File: src/hdl/wsfd_pkg.sv
// Package for the WebSocket frame deframer: parse phases, result kinds,
// error codes, close codes, opcodes and the result record.
// No dependencies.
package wsfd_pkg;

    // Width of the extended length accumulator (64-bit big-endian length).
    localparam int LEN_BITS = 64;

    // Largest payload length allowed on a control frame.
    localparam logic [6:0] CTRL_MAX_LEN = 7'd125;

    // Length codes in the second header byte that announce an extended length.
    localparam logic [6:0] LEN7_EXT16 = 7'd126;
    localparam logic [6:0] LEN7_EXT64 = 7'd127;

    // Extended length byte counts.
    localparam logic [3:0] EXT16_BYTES = 4'd2;
    localparam logic [3:0] EXT64_BYTES = 4'd8;

    // Reset value of the frame size limit.
    localparam logic [31:0] MAX_FRAME_RESET = 32'd16777216;

    // Configuration register indexes.
    localparam logic CFG_COMPRESSION = 1'b0;
    localparam logic CFG_MAX_FRAME   = 1'b1;

    // Close codes.
    localparam logic [9:0] CLOSE_NONE     = 10'd0;
    localparam logic [9:0] CLOSE_PROTOCOL = 10'd1002;
    localparam logic [9:0] CLOSE_TOO_BIG  = 10'd1009;

    // Opcodes that the deframer supports.
    localparam logic [3:0] OP_CONT   = 4'h0;
    localparam logic [3:0] OP_TEXT   = 4'h1;
    localparam logic [3:0] OP_BINARY = 4'h2;
    localparam logic [3:0] OP_CLOSE  = 4'h8;
    localparam logic [3:0] OP_PING   = 4'h9;
    localparam logic [3:0] OP_PONG   = 4'hA;

    typedef enum logic [1:0] {
        PH_FIRST   = 2'd0,
        PH_SECOND  = 2'd1,
        PH_EXT     = 2'd2,
        PH_PAYLOAD = 2'd3
    } wsfd_phase_t;

    typedef enum logic [1:0] {
        KIND_HEADER  = 2'd0,
        KIND_PAYLOAD = 2'd1,
        KIND_ERROR   = 2'd2,
        KIND_IGNORED = 2'd3
    } wsfd_kind_t;

    typedef enum logic [2:0] {
        ERR_NONE      = 3'd0,
        ERR_RSV       = 3'd1,
        ERR_FRAG_CTRL = 3'd2,
        ERR_MASKED    = 3'd3,
        ERR_CTRL_LONG = 3'd4,
        ERR_TOO_LONG  = 3'd5,
        ERR_BAD_OP    = 3'd6
    } wsfd_err_t;

    // One result item as held in the output register.
    typedef struct packed {
        wsfd_kind_t  kind;
        logic [7:0]  payload_byte;
        logic [3:0]  frame_opcode;
        logic        final_fragment;
        logic        compressed_flag;
        logic        header_end;
        logic [31:0] frame_length;
        logic        frame_last;
        wsfd_err_t   error_kind;
        logic [9:0]  close_status;
    } wsfd_result_t;

    // True for an opcode that the deframer does not support.
    function automatic logic opcode_bad(input logic [3:0] op);
        logic bad;
        case (op) inside
            OP_CONT, OP_TEXT, OP_BINARY, OP_CLOSE, OP_PING, OP_PONG: bad = 1'b0;
            default: bad = 1'b1;
        endcase
        return bad;
    endfunction

    // Close code that goes with an error.
    function automatic logic [9:0] close_for(input wsfd_err_t err);
        logic [9:0] code;
        case (err)
            ERR_NONE:     code = CLOSE_NONE;
            ERR_TOO_LONG: code = CLOSE_TOO_BIG;
            default:      code = CLOSE_PROTOCOL;
        endcase
        return code;
    endfunction

endpackage

File: src/hdl/websocket_frame_deframer_unit.sv
// An item is taken into the input register and processed into the result register
// once the result register can take it; the result is then offered from that register.
// Throughput: one byte per cycle while results are taken; one parse step between the registers.
// A full result register does not stop the input register from taking the next item
// while the result is being taken in the same cycle.
// Reset: asynchronous, active low; parser returns to the first header byte, no error.
//
// WebSocket frame deframer top level: header parse, payload pass-through and checks.
// Depends on wsfd_pkg.
module websocket_frame_deframer_unit #(
    parameter int PAYLOAD_COUNT_BITS = 32
) (
    input  logic        clk,
    input  logic        rst_n,
    // Configuration port
    input  logic        cfg_write,
    input  logic        cfg_index,
    input  logic [31:0] cfg_data,
    // Input channel
    input  logic        in_valid,
    output logic        in_ready,
    input  logic [7:0]  data_byte,
    // Output channel
    output logic        out_valid,
    input  logic        out_ready,
    output logic [1:0]  kind,
    output logic [7:0]  payload_byte,
    output logic [3:0]  frame_opcode,
    output logic        final_fragment,
    output logic        compressed_flag,
    output logic        header_end,
    output logic [31:0] frame_length,
    output logic        frame_last,
    output logic [2:0]  error_kind,
    output logic [9:0]  close_status
);
    import wsfd_pkg::*;

    // Configuration registers
    logic        comp_en_reg;
    logic [31:0] max_frame_reg;

    // Input and output stage
    logic         in_valid_reg;
    logic [7:0]   in_byte_reg;
    logic         out_valid_reg;
    wsfd_result_t out_reg;
    wsfd_result_t res_next;
    logic         proc;

    // Parser state
    wsfd_phase_t                   phase_reg, phase_next;
    logic [3:0]                    ext_left_reg, ext_left_next;
    logic [LEN_BITS-1:0]           acc_reg, acc_next;
    logic [PAYLOAD_COUNT_BITS-1:0] left_reg, left_next;
    logic [3:0]                    op_reg, op_next;
    logic                          fin_reg, fin_next;
    logic                          rsv1_reg, rsv1_next;
    wsfd_err_t                     err_reg, err_next;

    // The item in the input register is processed when the result register can take it.
    assign proc     = in_valid_reg && (!out_valid_reg || out_ready);
    assign in_ready = !in_valid_reg || proc;

    // Configuration writes.
    always_ff @(posedge clk or negedge rst_n)
    begin
        if (!rst_n)
        begin
            comp_en_reg   <= 1'b0;
            max_frame_reg <= MAX_FRAME_RESET;
        end
        else if (cfg_write)
        begin
            unique case (cfg_index)
                CFG_COMPRESSION: comp_en_reg   <= cfg_data[0];
                CFG_MAX_FRAME:   max_frame_reg <= cfg_data;
                default:         ;
            endcase
        end
    end

    // Input register.
    always_ff @(posedge clk or negedge rst_n)
    begin
        if (!rst_n)
        begin
            in_valid_reg <= 1'b0;
        end
        else if (in_ready)
        begin
            in_valid_reg <= in_valid;
        end
    end

    always_ff @(posedge clk)
    begin
        if (in_valid && in_ready)
        begin
            in_byte_reg <= data_byte;
        end
    end

    // Parser state and result register.
    always_ff @(posedge clk or negedge rst_n)
    begin
        if (!rst_n)
        begin
            phase_reg     <= PH_FIRST;
            ext_left_reg  <= '0;
            acc_reg       <= '0;
            left_reg      <= '0;
            op_reg        <= '0;
            fin_reg       <= 1'b0;
            rsv1_reg      <= 1'b0;
            err_reg       <= ERR_NONE;
            out_valid_reg <= 1'b0;
        end
        else
        begin
            if (proc)
            begin
                phase_reg    <= phase_next;
                ext_left_reg <= ext_left_next;
                acc_reg      <= acc_next;
                left_reg     <= left_next;
                op_reg       <= op_next;
                fin_reg      <= fin_next;
                rsv1_reg     <= rsv1_next;
                err_reg      <= err_next;
            end
            if (proc)
            begin
                out_valid_reg <= 1'b1;
            end
            else if (out_ready)
            begin
                out_valid_reg <= 1'b0;
            end
        end
    end

    always_ff @(posedge clk)
    begin
        if (proc)
        begin
            out_reg <= res_next;
        end
    end

    // One parse step: next state and the result item for the byte in the input register.
    always_comb
    begin
        logic      do_finish;
        logic      raise;
        wsfd_err_t raise_code;

        phase_next    = phase_reg;
        ext_left_next = ext_left_reg;
        acc_next      = acc_reg;
        left_next     = left_reg;
        op_next       = op_reg;
        fin_next      = fin_reg;
        rsv1_next     = rsv1_reg;
        err_next      = err_reg;
        do_finish     = 1'b0;
        raise         = 1'b0;
        raise_code    = ERR_NONE;

        res_next              = '0;
        res_next.kind         = KIND_HEADER;
        res_next.error_kind   = ERR_NONE;

        if (err_reg != ERR_NONE)
        begin
            res_next.kind       = KIND_IGNORED;
            res_next.error_kind = err_reg;
        end
        else
        begin
            unique case (phase_reg)
                PH_FIRST:
                begin
                    fin_next  = in_byte_reg[7];
                    rsv1_next = in_byte_reg[6];
                    op_next   = in_byte_reg[3:0];
                    if ((in_byte_reg[6] && !comp_en_reg) || (|in_byte_reg[5:4]))
                    begin
                        raise      = 1'b1;
                        raise_code = ERR_RSV;
                    end
                    else if (in_byte_reg[3] && !in_byte_reg[7])
                    begin
                        raise      = 1'b1;
                        raise_code = ERR_FRAG_CTRL;
                    end
                    else
                    begin
                        phase_next = PH_SECOND;
                    end
                end
                PH_SECOND:
                begin
                    if (in_byte_reg[7])
                    begin
                        raise      = 1'b1;
                        raise_code = ERR_MASKED;
                    end
                    else if (in_byte_reg[6:0] == LEN7_EXT16 ||
                             in_byte_reg[6:0] == LEN7_EXT64)
                    begin
                        acc_next      = '0;
                        ext_left_next = (in_byte_reg[6:0] == LEN7_EXT16) ?
                                        EXT16_BYTES : EXT64_BYTES;
                        phase_next    = PH_EXT;
                    end
                    else
                    begin
                        acc_next  = LEN_BITS'(in_byte_reg[6:0]);
                        do_finish = 1'b1;
                    end
                end
                PH_EXT:
                begin
                    // Big-endian: each byte shifts in at the bottom.
                    acc_next      = {acc_reg[LEN_BITS-9:0], in_byte_reg};
                    ext_left_next = ext_left_reg - 4'd1;
                    do_finish     = (ext_left_reg == 4'd1);
                end
                PH_PAYLOAD:
                begin
                    left_next             = left_reg - PAYLOAD_COUNT_BITS'(1);
                    res_next.kind         = KIND_PAYLOAD;
                    res_next.payload_byte = in_byte_reg;
                    if (left_reg == PAYLOAD_COUNT_BITS'(1))
                    begin
                        phase_next          = PH_FIRST;
                        res_next.frame_last = 1'b1;
                        if (opcode_bad(op_reg))
                        begin
                            raise      = 1'b1;
                            raise_code = ERR_BAD_OP;
                        end
                    end
                end
                default:
                begin
                    phase_next = PH_FIRST;
                end
            endcase

            // End of header: length checks, then entry to the payload, or back to the first byte if empty.
            if (do_finish)
            begin
                if (op_reg[3] && acc_next > LEN_BITS'(CTRL_MAX_LEN))
                begin
                    raise      = 1'b1;
                    raise_code = ERR_CTRL_LONG;
                end
                else if (!op_reg[3] && (acc_next > LEN_BITS'(max_frame_reg) ||
                         (|acc_next[LEN_BITS-1:PAYLOAD_COUNT_BITS])))
                begin
                    raise      = 1'b1;
                    raise_code = ERR_TOO_LONG;
                end
                else if (acc_next == '0)
                begin
                    phase_next          = PH_FIRST;
                    res_next.header_end = 1'b1;
                    res_next.frame_last = 1'b1;
                    if (opcode_bad(op_reg))
                    begin
                        raise      = 1'b1;
                        raise_code = ERR_BAD_OP;
                    end
                end
                else
                begin
                    left_next             = acc_next[PAYLOAD_COUNT_BITS-1:0];
                    phase_next            = PH_PAYLOAD;
                    res_next.header_end   = 1'b1;
                    res_next.frame_length = acc_next[31:0];
                end
            end

            // A new error: payload byte cleared; position marks kept only for a bad opcode.
            if (raise)
            begin
                err_next              = raise_code;
                res_next.kind         = KIND_ERROR;
                res_next.payload_byte = '0;
                res_next.error_kind   = raise_code;
                if (raise_code != ERR_BAD_OP)
                begin
                    res_next.header_end   = 1'b0;
                    res_next.frame_length = '0;
                    res_next.frame_last   = 1'b0;
                end
            end
        end

        res_next.frame_opcode    = op_next;
        res_next.final_fragment  = fin_next;
        res_next.compressed_flag = rsv1_next;
        res_next.close_status    = close_for(res_next.error_kind);
    end

    // Output ports.
    assign out_valid       = out_valid_reg;
    assign kind            = out_reg.kind;
    assign payload_byte    = out_reg.payload_byte;
    assign frame_opcode    = out_reg.frame_opcode;
    assign final_fragment  = out_reg.final_fragment;
    assign compressed_flag = out_reg.compressed_flag;
    assign header_end      = out_reg.header_end;
    assign frame_length    = out_reg.frame_length;
    assign frame_last      = out_reg.frame_last;
    assign error_kind      = out_reg.error_kind;
    assign close_status    = out_reg.close_status;

    // A stored error never changes until reset.
    assert property (@(posedge clk) disable iff (!rst_n)
        err_reg != ERR_NONE |=> err_reg == $past(err_reg))
        else $error("sticky error changed");

    // An error result always leaves the error stored.
    assert property (@(posedge clk) disable iff (!rst_n)
        proc && res_next.kind == KIND_ERROR |=> err_reg != ERR_NONE)
        else $error("error raised without being stored");

    // The payload phase always has bytes left to count.
    assert property (@(posedge clk) disable iff (!rst_n)
        phase_reg == PH_PAYLOAD && err_reg == ERR_NONE |-> left_reg != '0)
        else $error("payload phase with no bytes left");

    // The extended length phase always has bytes left to gather while no error is stored.
    assert property (@(posedge clk) disable iff (!rst_n)
        phase_reg == PH_EXT && err_reg == ERR_NONE |-> ext_left_reg != 4'd0)
        else $error("extended length phase with no bytes left");

endmodule

File: config.mk
export PLATFORM = sky130hd
export DESIGN_NAME = websocket_frame_deframer_unit
export DESIGN_NICKNAME = d
export VERILOG_FILES = /design/src/hdl/wsfd_pkg.sv /design/src/hdl/websocket_frame_deframer_unit.sv
export SDC_FILE = /design/constraint.sdc
export NUM_CORES = 1
export LEC_CHECK = 0
export BUFFER_PORTS_ARGS = -buffer_cell sky130_fd_sc_hd__buf_2
export CAP_MARGIN = 10
export CORE_MARGIN = 3
export CORE_UTILIZATION = 55
export DETAILED_ROUTE_END_ITERATION = 7
export GPL_ROUTABILITY_DRIVEN = 0
export HOLD_SLACK_MARGIN = 0.05
export PLACE_DENSITY = 0.75
export SYNTH_ARGS = -nofsm -noshare
export SYNTH_HDL_FRONTEND = slang
export SYNTH_SLANG_ARGS = --single-unit
export TNS_END_PERCENT = 20
File: constraint.sdc
create_clock -name clk -period 12.5 [get_ports clk]
set_input_delay 1.875 -clock clk [delete_from_list [all_inputs] [get_ports clk]]
set_output_delay 1.875 -clock clk [all_outputs]
set_load 0.02 [all_outputs]
== After elaboration in Yosys (flattened, before gate mapping) ==
Index checks and enable logic that the tools add are counted.

* Add/sub/neg operators: 2
* $lt $le $gt $ge: 2
* Eq/ne operators: 16
* Multiplexer cells: 81
* Bitwise gates (word level): 3
* Reductions and logical operators: 33

{| class="wikitable"
|+ Operators by type and width
! kind !! number
|-
| 2-to-1 mux 32 bit || 6
|-
| 2-to-1 mux 34 bit || 4
|-
| 2-to-1 mux 64 bit || 2
|-
| one-hot mux 64 bit (2 select lines) || 1
|-
| > comparator 64 x 32 -> 1 bit || 1
|-
| > comparator 64 x 7 -> 1 bit, second input constant || 1
|-
| zero test 64 bit || 1
|-
| 2-to-1 mux 37 bit || 1
|-
| == test 32 x 1 -> 1 bit, second input constant || 1
|-
| 2-to-1 mux 1 bit || 32
|-
| OR reduction 32 bit || 1
|-
| subtractor 32 x 1 -> 32 bit, second input constant || 1
|-
| 2-to-1 mux 3 bit || 9
|-
| 2-to-1 mux 2 bit || 12
|-
| 2-to-1 mux 4 bit || 5
|-
| one-hot mux 10 bit (2 select lines) || 1
|-
| 2-to-1 mux 9 bit || 2
|-
| == test 7 bit, second input constant || 2
|-
| == test 4 bit, second input constant || 3
|-
| one-hot mux 3 bit (3 select lines) || 1
|-
| == test 4 x 1 -> 1 bit, second input constant || 2
|-
| one-hot mux 4 bit (2 select lines) || 1
|-
| 2-to-1 mux 7 bit || 1
|-
| logical AND 1 bit || 6
|-
| other kinds (24) || 40
|}

* Flip-flop bits (word level): 217

== Depth between registers and ports, before layout ==
Gate-level depths: netlist of run 1.

* Depth in word-level cells: 25
* Gate-level depth with buffers: 20
* Depth with buffers taken out: 16

== Worst setup path after synthesis of run 1 ==
Ideal clock, no wire load.

* Path kind: input -> register
* From: input out_ready
* To: register left_reg[13]
* Arrival time: 4.950 ns
* Data required time: 12.361 ns
* Slack: 7.411 ns
* Cell stages on the path: 10
* Buffers on the path: 3
* Cell sequence: nand2b_1 -> nand2_1 -> clkinv_1 -> nand2_1 -> clkbuf_1 -> clkbuf_1 -> buf_1 -> nor2_1 -> nand2_1 -> o211ai_1

* Word-level cells in the longest chain between the ends: 3

{| class="wikitable"
|+ RTL lines
! what !! line !! text
|-
| start: declaration || websocket_frame_deframer_unit.sv:25 || <nowiki>input logic out_ready,</nowiki>
|-
| logical OR 1 bit || websocket_frame_deframer_unit.sv:62 || <nowiki>assign proc = in_valid_reg && (!out_valid_reg || out_ready);</nowiki>
|-
| logical AND 1 bit || websocket_frame_deframer_unit.sv:62 ||
|-
| named net proc || websocket_frame_deframer_unit.sv:49 || <nowiki>logic proc;</nowiki>
|-
| AND reduction 2 bit (no source line) || -- ||
|-
| end signal: assignment || websocket_frame_deframer_unit.sv:126 || <nowiki>left_reg <= left_next;</nowiki>
|-
| end: declaration || websocket_frame_deframer_unit.sv:55 || <nowiki>logic [PAYLOAD_COUNT_BITS-1:0] left_reg, left_next;</nowiki>
|}

The timed path passes the listed nets, and every way through them passes these cells.
A chain may end at the register's enable or synchronous reset.

== Worst setup path in the final report of run 1 ==
* From: register phase_reg[1]
* To: register out_reg, in the netlist frame_length[18] (data pin)

* Word-level cells in the longest chain between the ends: 13
* Elaborated cells on any way between the ends: 36
* Those cells by class: order compare: 2; eq/ne: 4; mux: 24; reduce/logical: 6

{| class="wikitable"
|+ RTL lines
! what !! line !! text
|-
| start: declaration || websocket_frame_deframer_unit.sv:52 || <nowiki>wsfd_phase_t phase_reg, phase_next;</nowiki>
|-
| start signal: assignment || websocket_frame_deframer_unit.sv:123 || <nowiki>phase_reg <= phase_next;</nowiki>
|-
| == test 2 bit / == test 2 x 1 -> 1 bit (equally long branches) || websocket_frame_deframer_unit.sv:181 || <nowiki>unique case (phase_reg)</nowiki>
|-
| one-hot mux 64 bit (2 select lines) || websocket_frame_deframer_unit.sv:181 ||
|-
| 2-to-1 mux 64 bit || websocket_frame_deframer_unit.sv:174 || <nowiki>if (err_reg != ERR_NONE)</nowiki>
|-
| > comparator 64 x 32 -> 1 bit / OR reduction 32 bit (equally long branches) || websocket_frame_deframer_unit.sv:260, websocket_frame_deframer_unit.sv:261 ||
|-
| logical OR 1 bit || websocket_frame_deframer_unit.sv:260 || <nowiki>else if (!op_reg[3] && (acc_next > LEN_BITS'(max_frame_reg) ||</nowiki>
|-
| logical AND 1 bit || websocket_frame_deframer_unit.sv:260 ||
|-
| 2-to-1 mux 3 bit || websocket_frame_deframer_unit.sv:260 ||
|-
| 2-to-1 mux 3 bit || websocket_frame_deframer_unit.sv:255 || <nowiki>if (op_reg[3] && acc_next > LEN_BITS'(CTRL_MAX_LEN))</nowiki>
|-
| 2-to-1 mux 3 bit || websocket_frame_deframer_unit.sv:253 || <nowiki>if (do_finish)</nowiki>
|-
| 2-to-1 mux 3 bit || websocket_frame_deframer_unit.sv:174 ||
|-
| inequality test 3 bit || websocket_frame_deframer_unit.sv:293 || <nowiki>if (raise_code != ERR_BAD_OP)</nowiki>
|-
| 2-to-1 mux 34 bit || websocket_frame_deframer_unit.sv:293 ||
|-
| 2-to-1 mux 37 bit * || websocket_frame_deframer_unit.sv:287 || <nowiki>if (raise)</nowiki>
|-
| end signal: assignment || websocket_frame_deframer_unit.sv:147 || <nowiki>out_reg <= res_next;</nowiki>
|-
| end: declaration || websocket_frame_deframer_unit.sv:47 || <nowiki>wsfd_result_t out_reg;</nowiki>
|}

Every way passes the cells marked *; elsewhere a longest branch is shown, timed or not. The select of a mux whose other input is x is not followed.

==> reports/qor.csv, run 1 <==
metric;value;unit
ys_warn_count;0;
power.density;127;mW/mm2
arrival;6.44;ns
clockRootBuffer;clkbuf_16;
finalSetupViolCount;0;
r2r-start;phase_reg[1];
synth-seq-cells;210;
finalCritPeriodShare;0.487;
fin_worst_skew;0.0134;ns
synth_edf_count;64;
cts_setup_buffers;0;
yosysSeqAreaShare;0.516;
nNetsFinal;1192;
timing.rr.end;frame_length[18];
crit_fanout;35;
drt_pass1_iterations;5;
synth_top_area_cell;dfrtp_1;
core_area;0.0190;mm2
cts-resized-gates;0;
r2r_slack;6.41;ns
overflow;0;
cp_data_required_time;12.85;ns
syn_inst;1014;
syn_area;0.0108;mm2
status;finished clean;
slew_headroom;0.245;
ant_nets;0;
synthFlopType;dfrtp_1;
dpl.hpwl;20200;um
cp-start-kind;flop;
initial_core_util;0.568;
syn_area_per_cell;10.7;um2
cts_buffer_depth;3;
areaGrowthSynthToFinish;13.8;%
ir_drop;0.0000902;V
seq_area;0.00558;mm2
rr_worst_depth;14;
nFillCells;1582;
syn-num-nets;1101;
diodes;0;
hold-path-cell-count;2;
p_leak;5.65;nW
dieHeight;146;um
grt_max_degree;87;
routed_wl;28500;um
insertion_delay;0.51;ns
timing.hold.ws;0.476;ns
holdBufCountCts;0;
vias;8605;
hold_viol_final;0;
drv_cap;0;
fin_area;0.0123;mm2
die-area;0.0214;mm2
multi_input_area;0.00467;mm2
drt-initial-drc-count;995;
path_class;flop to flop;
post-route-worst-setup-slack;6.41;ns
cts_tree;yes;
synth_top_area_share;0.336;
hold_path.class;flop to flop;
rows;50;
h-tree-depth;1;
worst_hold_path.endpoint;rsv1_reg;
worstMarginPinSlew;1.13;ns
yosysUniqueCellTypes;78;
ys_async_sr_fraction;0.695;
grt_pass1_vias;8146;
antenna_found_initial;0;
grt.total_usage;0.262;
fmax;164;MHz
synth.most_common_cell;dfrtp_1;
avgViaCountPerCell;6.23;
yosys-top-cells-area;dfrtp_1 (34%), edfxtp_1 (18%), ha_1 (4.7%);
rsz0062_at_grt;false;
yosys-top-cells-count;dfrtp_1 (145), nand2_1 (83), inv_1 (77), edfxtp_1 (64), nor2_1 (53);
drt-wirelength-per-cell;20.6;um
largest_reg_flops;64;
critPathCaptureType;flop;
cts-buffers-inserted;22;
hold_start;rsv1_reg;
drc;0;
slew_violations;0;
grt_pass1_wl;45300;um
ioPinCount;111;
fin_setup_tns;0;ns
portBuffers;109;
drive_gt1_frac;0.234;
cts.sinks;210;
fin_crit;6.09;ns
placed_cell_area;0.0115;mm2
fp.dieW;146;um
place_ws;6.59;ns
clk_pin_slew;0.06;ns
## cell type report
type / instances / share of cell area
Multi-Input combinational cell: 669 / 0.380
Tap cell: 260 / 0.0264
Clock buffer: 37 / 0.0593
Timing Repair Buffer: 123 / 0.0534
Clock inverter: 3 / 0.00346
Sequential cell: 210 / 0.453
Inverter: 79 / 0.0241
## worst max-delay path, stage by stage, from the launching register on
cell and delay, ns:
dfrtp_1 0.45, inv_1 0.09, ha_1 0.39, a21bo_1 0.98
a22oi_1 0.35, inv_1 0.14, ha_1 0.26, nand4_1 0.16
nor2_1 0.07, or4_1 0.56, or4b_4 0.61, a211oi_2 0.44
o2111ai_1 0.31, a2111o_2 0.87, nor2_2 0.21
## how the worst max path moves through the flow
stage / from / end / slack, ns / cells after the start
finish: phase_reg[1] / frame_length[18] / 6.41 / 14
global route: phase_reg[1] / frame_length[0] / 6.16 / 14
CTS: phase_reg[1] / frame_length[21] / 6.56 / 14
detailed placement: phase_reg[1] / frame_length[24] / 6.59 / 14
global placement: phase_reg[1] / frame_length[0] / 6.83 / 14
floorplan: out_ready / left_reg[13] / 7.41 / 10
## power breakdown
| group | leakage (nW) | total, W | switching [W] | internal (W) |
|---|---|---|---|---|
| combinational | 2.77 | 0.000118 | 0.0000756 | 0.0000420 |
| sequential | 2.50 | 0.000758 | 0.0000173 | 0.000740 |
| clock | 0.377 | 0.000681 | 0.000264 | 0.000417 |
## metrics by stage
stage               power (W)  utilization  cells
detailed placement   0.000888        0.606   1341
global placement     0.000885        0.606   1341
global route          0.00161        0.647   1381
finish                0.00156        0.647   1381
CTS                   0.00157        0.647   1381
floorplan            0.000836            -   1014
## layer usage
| metal | track usage | up-vias | wire length (um) |
|---|---|---|---|
| met4 | 0.0870 | 0 | 1060 |
| met2 | 0.395 | 431 | 12700 |
| met1 | 0.391 | 4178 | 12200 |
| met5 | 0 | - | 0 |
| li1 | - | 3915 | - |
| met3 | 0.0410 | 81 | 2510 |
## logic make-up (layout without fill, tap and decap cells)
family	Yosys count	in the layout	share of synthesized area
muxes	46	46	0.0472
adders and majority gates	41	41	0.0474
and+or+nand+nor	336	336	0.164
DFF	210	210	0.516
buffers and inverters	135	242	0.0531
AOI/OAI and AO/OA	245	245	0.172
other	1	1	0.000347
## cell usage in the layout, fill, tap and decap left out, types with 14 or more instances in the layout
cell and n:
a22oi_1 28, a21oi_1 37, or3_1 20, mux2_2 40, nor3_1 25, edfxtp_1 64, nand2_1 82, o21ai_0 37
nand3_1 34, buf_4 14, nor2_1 51, a22o_1 35, clkbuf_16 24, dfrtp_1 145, buf_2 108, inv_1 77
a21o_1 23, ha_1 41, nor2_2 32, nor4_1 21
Power figures use the tool's default switching activity.
==> run 2: changes to the inputs <==
Clock period 12.5 ns to 6.3 ns, I/O delays scaled along.
==> run 2 against run 1 <==
  * Sequential cell count is the same
  * Clock power rose by 86%
  * Power increased by 93%
  * Via count decreased by 0.31%
  * Largest cell class unchanged
==> reports/qor.csv, run 2 (synthesis results as in run 1) <==
metric;value;unit
status;finished clean;
drt-initial-drc-count;947;
grt_pass1_vias;8152;
clockRootBuffer;clkbuf_16;
p_leak;5.67;nW
post-place-cells;1352;
routed_wl;27900;um
r2r_slack;0.52;ns
drv_cap;0;
cts.sinks;210;
slew_violations;0;
diodes;0;
h-tree-depth;1;
areaGrowthSynthToFinish;14.0;%
grt_max_degree;96;
cp-start-kind;flop;
initial_core_util;0.568;
finalCritPeriodShare;0.917;
antenna_found_initial;0;
crit_start;phase_reg[1];
die-area;0.0214;mm2
core_area;0.0190;mm2
vias;8578;
cts_buffer_depth;3;
timing.hold.ws;0.478;ns
power.density;244;mW/mm2
fmax;173;MHz
instances_no_fill;1391;
ir_drop;0.000179;V
cts_setup_buffers;0;
r2r-start;phase_reg[1];
hold_viol_final;0;
final_common_cell;dfrtp_1;
nNetsFinal;1203;
insertion_delay;0.51;ns
drt_pass1_iterations;6;
fin_worst_skew;0.00854;ns
overflow;0;
fp.dieW;146;um
holdBufCountCts;0;
cts_tree;yes;
drt-wirelength-per-cell;20.0;um
hold_path.class;flop to flop;
cts-buffers-inserted;22;
rsz0062_at_grt;false;
grt.total_usage;0.259;
rows;50;
portBuffers;109;
path_class;flop to flop;
dpl.hpwl;19900;um
worstMarginPinSlew;1.05;ns
multi_input_area;0.00467;mm2
clk_pin_slew;0.06;ns
p_total;0.00301;W
finalSetupViolCount;0;
fin_util;0.648;
cts-resized-gates;0;
final_cell_mix;dfrtp_1 (145), buf_2 (108), nand2_1 (82), inv_1 (77), edfxtp_1 (64);
hold_start;in_valid_reg;
arrival;6.11;ns
critPathCaptureType;flop;
ioPinCount;111;
ant_nets;0;
slew_headroom;0.299;
crit_fanout;32;
fin_crit;5.78;ns
largest_reg_flops;64;
grt_pass1_wl;44700;um
fin_setup_tns;0;ns
avgViaCountPerCell;6.17;
cp_data_required_time;6.64;ns
drive_gt1_frac;0.240;
seq_area;0.00558;mm2
drc;0;
dieHeight;146;um
nFillCells;1553;
[run 2: cell types whose count changed in the layout (fill, tap and decap cells not counted)]
| cell | before | now |
|---|---|---|
| buf_4 | 14 | 25 |
| clkinv_2 | 1 | 4 |
| bufinv_16 | 1 | 0 |
| clkbuf_16 | 24 | 23 |
| clkbuf_8 | 8 | 7 |
| clkinvlp_4 | 1 | 0 |
[run 2: routing by layer]
metal,wire (um),global-route usage
met5,0,0
met4,910,0.0753
met3,2310,0.0444
met2,12600,0.397
met1,12100,0.383
[run 2: metrics by stage]
stage	cell area, um2	setup WS (ns)
after global placement	11600	0.794
after detailed placement	11600	0.734
final	12300	0.523
after global routing	12300	0.318
after CTS	12300	0.649
after floorplan	10800	1.42
[run 2: where the power goes]
part | switching [W] | internal (W)
Clock | 0.000520 | 0.000748
Combinational | 0.000149 | 0.0000831
Sequential | 0.0000363 | 0.00147
Total | 0.000705 | 0.00230
[run 2: layout make-up]
class	instances	share of cell area
Sequential cell	210	0.453
Multi-Input combinational cell	669	0.379
Timing Repair Buffer	134	0.0600
Clock buffer	35	0.0561
Tap cell	260	0.0264
Inverter	79	0.0241
Clock inverter	4	0.00162
[run 2: worst paths after layout]
path | endpoint | cells after the start
setup / recovery | frame_length[1] | 14
hold / removal | out_valid | 1
setup reg to reg | frame_length[1] | 14
hold reg to reg | out_valid | 1
max in group asynchronous | left_reg[10] | 2
min in group asynchronous | acc_reg[63] | 1
[run 2: critical path: stages, from the launching register on]
cell and delay (ns):
dfrtp_1 0.45, inv_1 0.10, ha_1 0.43, a21bo_1 0.42
a22oi_1 0.59, inv_1 0.14, ha_1 0.36, nand4_1 0.18
nor2_1 0.06, or4_1 0.60, or4b_4 0.62, a211oi_2 0.30
o2111ai_1 0.25, a2111o_2 0.86, nor2_1 0.24
==> run 3: changes to the inputs <==
Settings changed: CORE_UTILIZATION 55 to 54, PLACE_DENSITY 0.75 to 0.77.
Clock period 6.3 ns to 4.78 ns, I/O delays scaled along.
==> run 3 against run 2 <==
  * Die area increased by 1.8%
  * Worst hold slack got worse by 0.21 ns
  * Utilization increased by 0.89 points
  * Register-to-register slack got worse by 0.43 ns
  * Sequential power increased by 31%
  * Largest power group unchanged
  * Highest routed layer unchanged
==> reports/qor.csv, run 3 (synthesis results as in run 1) <==
metric;value;unit
hold_path.class;input port to async pin;
clk_pin_slew;0.07;ns
avgViaCountPerCell;6.23;
cpMostUsedCell;buf_4;
cp_data_required_time;5.15;ns
dr.max_layer_used;met4;
grt_max_degree;104;
antenna_found_initial;0;
place_ws;-0.102;ns
wl_met1;12200;um
critPathCaptureType;flop;
critical_path.max_stage_delay;0.46;ns
routed_wl;29400;um
initial_core_util;0.552;
finalCritPeriodShare;0.981;
overflow;0;
status;finished clean;
fin_util;0.657;
drc;0;
grt_pass1_vias;8462;
final_cell_mix;dfrtp_1 (145), buf_2 (108), nand2_1 (82), inv_1 (76);
cts-buffers-inserted;23;
placed_cell_area;0.0120;mm2
cts_buffer_depth;3;
worstSetupPathDepth;18;
nNetsFinal;1248;
path_class;flop to flop;
post-place-cells;1395;
cts_tree;yes;
die-area;0.0218;mm2
dr_wl_met2;13400;um
rr_worst_depth;18;
pwr-share-comb;0.078;
finalSetupViolCount;0;
h-tree-depth;1;
path_buf_inv;6;
dpl.hpwl;20800;um
worstPathCellList;buf_4 -> ha_2 -> a21bo_4 -> buf_4 -> a22oi_1 -> buf_4 -> inv_1 -> ha_1 -> nand4_1 -> nor4_1 -> nand2_1 -> mux2_2 -> a211oi_4 -> buf_4 -> o211ai_2 -> a2111o_2 -> buf_12 -> nor2_2;
drv_cap;0;
ioPinCount;111;
power.internal;0.00316;W
endpoint;frame_length[20];
post-route-worst-setup-slack;0.0903;ns
core_area;0.0196;mm2
grt_pass1_wl;46400;um
rows;51;
slowest_stage;a2111o_2;
largest_reg_flops;64;
instances_no_fill;1443;
hold_viol_final;0;
ir_drop;0.000219;V
crit_fanout;32;
grt.total_usage;0.266;
insertion_delay;0.52;ns
cts.sinks;210;
diodes;0;
sw_frac_of_total;0.239;
areaGrowthSynthToFinish;19.0;%
final_common_cell;dfrtp_1;
drive_gt1_frac;0.282;
nFillCells;1499;
met3_length;2660;um
cp-start-kind;flop;
fin_area;0.0129;mm2
arrival;5.06;ns
holdBufCountCts;0;
fp.dieW;147;um
fin_worst_skew;0.0161;ns
clockRootBuffer;clkbuf_16;
seqPwrFrac;0.476;
crit_start;phase_reg[0];
cp_top_family;compound AO/OA/AOI/OAI gates;
p_switching;0.000991;W
r2r-start;phase_reg[0];
fmax;213;MHz
portBuffers;109;
dieHeight;147;um
drt-wirelength-per-cell;20.4;um
ant_nets;0;
drt-initial-drc-count;1244;
drt_pass1_iterations;7;
vias;8986;
worstMarginPinSlew;1.08;ns
slew_violations;0;
fin_crit;4.69;ns
timing.rr.end;frame_length[20];
power.density;323;mW/mm2
slew_headroom;0.281;
p_leak;5.91;nW
clockPowerShare;0.446;
r2r_slack;0.09;ns
## run 3: timing repair
item / CTS / global route
pin swaps: 0 / 5
endpoints found under the hold margin: 0 / 0
cloned: 0 / 2
setup endpoints to repair: 12 / 76
resized for setup: 3 / 10
setup buffers: 0 / 4
## run 3: how the worst min path moves through the flow
stage | start | end | slack [ns] | cells past startpoint
after floorplan | rst_n | acc_reg[0] | 0.42 | 0
after global placement | rsv1_reg | rsv1_reg | 0.45 | 2
after detailed placement | rsv1_reg | rsv1_reg | 0.46 | 2
after CTS | rst_n | acc_reg[63] | 0.37 | 1
after global routing | rst_n | acc_reg[39] | 0.36 | 1
final | rst_n | acc_reg[63] | 0.27 | 1
## run 3: stage by stage
| stage | setup TNS, ns | hold slack [ns] | total power [W] |
|---|---|---|---|
| floorplan | 0 | 0.421 | 0.00219 |
| global placement | -0.00324 | 0.453 | 0.00232 |
| global route | -0.000434 | 0.365 | 0.00427 |
| CTS | 0 | 0.365 | 0.00416 |
| finish | 0 | 0.271 | 0.00415 |
| detailed placement | -0.233 | 0.463 | 0.00233 |
## run 3: power by group through the flow
stage / sequential (W) / clock [W] / combinational [W]
finish: 0.00198 / 0.00185 / 0.000323
CTS: 0.00198 / 0.00187 / 0.000318
global route: 0.00198 / 0.00193 / 0.000354
floorplan: 0.00203 / 0 / 0.000152
global placement: 0.00201 / 0 / 0.000309
detailed placement: 0.00201 / 0 / 0.000316
## run 3: final cells by class
class	instances	area, um2	area share
Timing Repair Buffer	177	1120	0.0868
Multi-Input combinational cell	670	4760	0.370
Sequential cell	210	5580	0.433
Tap cell	265	332	0.0258
Inverter	79	297	0.0230
Clock buffer	25	583	0.0453
Clock inverter	17	199	0.0155
## run 3: layer usage
| layer | global-route usage | vias to the layer above |
|---|---|---|
| met5 | 0 | - |
| met4 | 0.0862 | 0 |
| met3 | 0.0448 | 105 |
| met2 | 0.425 | 512 |
| met1 | 0.375 | 4336 |
| li1 | - | 4033 |
